### src/rtl/nsc_pkg.sv
// ----------------------------------------------------------------------------
// nsc_pkg
// Shared constants, types and helpers for the NMEA sentence checker.
// ----------------------------------------------------------------------------
package nsc_pkg;

  localparam int BYTE_W  = 8;
  localparam int LEN_W   = 9;
  localparam int CODE_W  = 2;
  localparam int PHASE_W = 2;
  localparam int HEXC_W  = 2;

  localparam logic [PHASE_W-1:0] PH_HUNT = 2'd0;
  localparam logic [PHASE_W-1:0] PH_BODY = 2'd1;
  localparam logic [PHASE_W-1:0] PH_SUM  = 2'd2;

  localparam logic [CODE_W-1:0] FAIL_OK       = 2'd0;
  localparam logic [CODE_W-1:0] FAIL_MISMATCH = 2'd1;
  localparam logic [CODE_W-1:0] FAIL_NO_STAR  = 2'd2;
  localparam logic [CODE_W-1:0] FAIL_OVERFLOW = 2'd3;

  localparam logic [BYTE_W-1:0] CH_NUL    = 8'h00;
  localparam logic [BYTE_W-1:0] CH_LF     = 8'h0A;
  localparam logic [BYTE_W-1:0] CH_CR     = 8'h0D;
  localparam logic [BYTE_W-1:0] CH_DOLLAR = 8'h24;
  localparam logic [BYTE_W-1:0] CH_STAR   = 8'h2A;

  localparam logic [BYTE_W-1:0] SUM_DEFAULT    = 8'h55;
  localparam logic [LEN_W-1:0]  BODY_LEN_RESET = 9'd298;
  localparam logic [LEN_W-1:0]  COUNT_MAX      = 9'h1FF;
  localparam logic [HEXC_W-1:0] HEX_DONE       = 2'd2;

  typedef struct packed {
    logic              line_ok;
    logic [CODE_W-1:0] fail_code;
    logic [BYTE_W-1:0] computed_sum;
  } nsc_result_t;

  // {digit valid, digit value}
  function automatic logic [4:0] hex_digit(input logic [BYTE_W-1:0] c);
    logic [4:0] r;
    r = 5'd0;
    if (c >= 8'h30 && c <= 8'h39) begin
      r = {1'b1, c[3:0]};
    end else if ((c >= 8'h61 && c <= 8'h66) || (c >= 8'h41 && c <= 8'h46)) begin
      r = {1'b1, c[3:0] + 4'd9};
    end
    return r;
  endfunction

endpackage

### src/rtl/nsc_framer.sv
// ----------------------------------------------------------------------------
// nsc_framer
// Sentence state and per-byte next-state logic; emits at most one verdict.
// ----------------------------------------------------------------------------
module nsc_framer import nsc_pkg::*; (
  input  logic              clk,
  input  logic              rst,
  input  logic              step,
  input  logic [BYTE_W-1:0] rx_byte,
  input  logic [LEN_W-1:0]  max_body_len,
  output logic              res_valid,
  output nsc_result_t       res
);

  logic [PHASE_W-1:0] phase, phase_next;
  logic [BYTE_W-1:0]  running_xor, running_xor_next;
  logic [BYTE_W-1:0]  expected_sum, expected_sum_next;
  logic [HEXC_W-1:0]  hex_seen, hex_seen_next;
  logic [LEN_W-1:0]   body_count, body_count_next;
  logic               no_star, no_star_next;
  logic [CODE_W-1:0]  code;
  logic [4:0]         hd;

  assign hd = hex_digit(rx_byte);

  always_comb begin
    phase_next        = phase;
    running_xor_next  = running_xor;
    expected_sum_next = expected_sum;
    hex_seen_next     = hex_seen;
    body_count_next   = body_count;
    no_star_next      = no_star;
    res_valid         = 1'b0;
    code              = FAIL_OK;
    if (step) begin
      if (phase != PH_BODY && phase != PH_SUM) begin
        if (rx_byte == CH_DOLLAR) begin
          phase_next        = PH_BODY;
          running_xor_next  = '0;
          expected_sum_next = SUM_DEFAULT;
          hex_seen_next     = '0;
          body_count_next   = '0;
          no_star_next      = 1'b0;
        end else begin
          phase_next = PH_HUNT;
        end
      end else begin
        if (body_count != COUNT_MAX) begin
          body_count_next = body_count + 1'b1;
        end
        if (rx_byte == CH_LF) begin
          res_valid  = 1'b1;
          phase_next = PH_HUNT;
          if (phase == PH_BODY) begin
            code = FAIL_NO_STAR;
          end else begin
            code = (running_xor == expected_sum) ? FAIL_OK : FAIL_MISMATCH;
          end
        end else begin
          if (phase == PH_BODY) begin
            if (!no_star) begin
              if (rx_byte == CH_NUL || rx_byte == CH_CR) begin
                no_star_next = 1'b1;
              end else if (rx_byte == CH_STAR) begin
                phase_next = PH_SUM;
              end else begin
                running_xor_next = running_xor ^ rx_byte;
              end
            end
          end else if (hex_seen < HEX_DONE) begin
            if (!hd[4]) begin
              hex_seen_next = HEX_DONE;
            end else begin
              expected_sum_next = (hex_seen == '0) ? {4'd0, hd[3:0]}
                                                   : {expected_sum[3:0], hd[3:0]};
              hex_seen_next     = hex_seen + 1'b1;
            end
          end
          if (body_count_next >= max_body_len) begin
            res_valid  = 1'b1;
            code       = FAIL_OVERFLOW;
            phase_next = PH_HUNT;
          end
        end
      end
    end
    res.line_ok      = (code == FAIL_OK);
    res.fail_code    = code;
    res.computed_sum = running_xor_next;
  end

  always_ff @(posedge clk) begin
    if (rst) begin
      phase        <= PH_HUNT;
      running_xor  <= '0;
      expected_sum <= SUM_DEFAULT;
      hex_seen     <= '0;
      body_count   <= '0;
      no_star      <= 1'b0;
    end else begin
      phase        <= phase_next;
      running_xor  <= running_xor_next;
      expected_sum <= expected_sum_next;
      hex_seen     <= hex_seen_next;
      body_count   <= body_count_next;
      no_star      <= no_star_next;
    end
  end

endmodule

### config.mk
export PLATFORM = sky130hd
export DESIGN_NAME = nsc_framer
export DESIGN_NICKNAME = d
export VERILOG_FILES = /design/src/rtl/nsc_pkg.sv /design/src/rtl/nsc_framer.sv
export SDC_FILE = /design/constraint.sdc
export NUM_CORES = 1
export LEC_CHECK = 0
export ABC_CLOCK_PERIOD_IN_PS = 5600
export BUFFER_PORTS_ARGS = -buffer_cell sky130_fd_sc_hd__buf_2
export CAP_MARGIN = 0
export CELL_PAD_IN_SITES_DETAIL_PLACEMENT = 0
export CELL_PAD_IN_SITES_GLOBAL_PLACEMENT = 1
export CORE_MARGIN = 4
export CORE_UTILIZATION = 46
export CTS_CLUSTER_SIZE = 20
export DETAILED_ROUTE_END_ITERATION = 10
export PLACE_DENSITY_LB_ADDON = 0.1
export SLEW_MARGIN = 20
export SYNTH_ARGS = -nofsm -noshare
export SYNTH_HDL_FRONTEND = slang
export SYNTH_SLANG_ARGS = --single-unit
### constraint.sdc
create_clock -name clk -period 5.6 [get_ports clk]
set_clock_uncertainty 0.05 [all_clocks]
set_input_delay 0.28 -clock clk [delete_from_list [all_inputs] [get_ports clk]]
set_output_delay 0.28 -clock clk [all_outputs]
set_load 0.05 [all_outputs]
==> results.toml <==
[floorplanning]
std_cell_rows = 24
coreArea_mm2 = 0.004414
initial_core_util = 0.4841
die_w_um = 76.16
die_area_mm2 = 0.005800
chipHeight_um = 76.16
io_pins = 32

[cts]
cts_resized = 0
clk-insertion-delay-late_ns = 0.28
tritoncts = "done"
clk_path_buf_depth = 2
cts.clk_slew.worst_paths_ns = 0.07
clkSinkCount = 30
htreeDepth = 2
cts_buffers = 5
postCtsSetupBuffers = 0
root_buffer = "clkbuf_8"
hold_buffers = 0

[routing]
drt_iter0_drc = 75
vias = 1805
firstDrtPassIters = 4
wl_um = 4763
routed_via_density = 5.420
wl_met3_um = 207
wl_met2_um = 1698
topRoutingLayerUsed = "met4"
wl_per_cell_um = 14.30
drc_errors = 0
ant_nets = 0
m1WireLength_um = 2758

[worst_setup_path]
worst_setup_path_end_kind = "output port"
startpoint_type = "flip-flop"
path_class = "reg2out"
arrival_ns = 3.42
path_max_fanout = 9
crit_start = "body_count[0]"
crit_required_ns = 5.27
critPathMaxStageDelay_ns = 0.53
crit_chain = "ha_1 > inv_1 > or3b_1 > mux2_2 > ha_1 > nand2_1 > o21ai_0 > nand4_1 > nand2_1 > o31a_1 > o21a_1 > buf_2"
r2r_start = "body_count[0]"
cp_slowest_cell = "or3b_1"

[final_layout]
final_layout_size_suffix_gt1_frac = 0.1886
n_antenna_cell = 0
fin_util = 0.5485
syn2layout_area_growth_pct = 13.29
layout.nets = 317
layout_common_cells = "buf_2 (31), dfxtp_1 (30), nand2_1 (19)"
final_common_cell = "buf_2"

[sta]
max-slew-margin-rel = 0.4312
post-route-period-util = 0.6699
setup_viol = 0
min_period_ns = 3.751
hold_viol = 0
layout_setup_ws_ns = 1.849
slew_violations = 0
fmax_mhz = 266.6
fin_tns_setup_ns = 0
tightest_slew_ns = 0.8466
rsz0062_at_grt = "false"

[grt]
antenna_found_initial = 0
grt_overflow_total = 0
track_usage = 0.1667
grt_max_degree = 24
grt_pass1_wl_um = 8024
grt_pass1_vias = 1706

[yosys]
synth_area_mm2 = 0.002137
avgSynthCellArea_um2 = 8.617
synthDistinctLibCells = 58
syn_inst = 248
yosys_register_bits = 30
yosysSeqAreaShare = 0.2810
synth_top_area_share = 0.2810
ys.flop_type = "dfxtp_1"
yosysTopAreaCell = "dfxtp_1"
yosys_warnings = 0
synth_area_leaders = "dfxtp_1 (28%), ha_1 (10%), nand2_1 (3.3%)"
synth_edf_count = 0
syn_nets = 285
ys_async_sr_fraction = 0

[hold_path]
min_path_type = "in2reg"
min_from = "step"

[place]
routabilityCongestion = 0.7687
io_buffers = 31
pre_cts_slack_ns = 2.180
dpl.hpwl_um = 3674

[run_status]
status = "complete, no violations"

[power]
peakVddDrop_mv = 0.08934
p_per_area_mw_per_mm2 = 179.3
leakagePower_nw = 1.066

[run]
drv_cap = 0
-- metal layers --
| layer | track usage | up-vias |
|---|---|---|
| met5 | 0 | - |
| met3 | 0.03546 | 10 |
| li1 | - | 969 |
| met1 | 0.2627 | 795 |
| met2 | 0.2106 | 31 |
| met4 | 0.07168 | 0 |
-- Yosys cell counts, types with 6 or more instances --
cell type and count:
dfxtp_1 30, nand2_1 19, inv_1 18, ha_1 17, a21oi_1 13, nand3_1 11, o21ai_0 11, nor2_1 10
nor2b_1 10, xor2_1 8, a22o_1 6, and3_1 6, mux2i_1 6, o21a_1 6
-- report_power, final --
group / internal, W / switching, W
registers: 0.000213 / 0.0000000288
clock network: 0.0000991 / 0.0000852
logic: 0.0000138 / 0.0000227
total: 0.000326 / 0.000108
-- flip-flops by register name (all words and copies together) (netlist names) --
| signal | count |
|---|---|
| phase | 2 |
| body_count | 9 |
| no_star | 1 |
| hex_seen | 2 |
| expected_sum | 8 |
| running_xor | 8 |
-- stage by stage --
| stage | total power [W] | cells | area, um2 | hold WS [ns] |
|---|---|---|---|---|
| 3_5_place_dp | 0.0002546 | 325 | 2330 | 0.4134 |
| 3_3_place_gp | 0.0002547 | 325 | 2330 | 0.4033 |
| 4_1_cts | 0.0004381 | 333 | 2421 | 0.2553 |
| 6_report | 0.0004341 | 333 | 2421 | 0.2570 |
| 2_1_floorplan | 0.0002393 | 248 | 2137 | 0.3418 |
| 5_1_grt | 0.0004524 | 333 | 2421 | 0.2851 |
-- worst paths after layout --
kind,cells past startpoint,slack (ns),end
worst max-delay path,12,1.85,res[9]
worst max register to register,11,2.35,phase[1]
worst min register to register,2,0.42,expected_sum[6]
worst min-delay path,2,0.26,phase[1]
-- final cells by class --
| cell class | instances | area, um2 |
|---|---|---|
| clock buffers | 7 | 86.33 |
| fillers | 440 | 1993 |
| inverters | 19 | 71.32 |
| flip-flops and latches | 30 | 600.6 |
| clock inverters | 1 | 5.005 |
| multi-input cells | 193 | 1438 |
| well taps | 52 | 65.06 |
| repair buffers | 31 | 155.1 |
-- worst max-delay path: cells and delay by family (launching register included) --
family          cells  cell delay, ns
compound gates      3            0.62
fa+ha+maj           2            0.62
buf+inv             2            0.31
flops               1            0.45
mux                 1            0.34
simple gates        4            0.79
-- cells by family after synthesis --
| logic type | count (synthesis) | synth area share |
|---|---|---|
| buffers and inverters | 25 | 0.04625 |
| and+or+nand+nor | 94 | 0.2793 |
| muxes | 8 | 0.03864 |
| xor gates and xnor gates | 11 | 0.04509 |
| AOI/OAI and AO/OA | 63 | 0.2102 |
| DFF | 30 | 0.2810 |
| adders and majority gates | 17 | 0.09953 |
(Power assumes the default switching activity.)
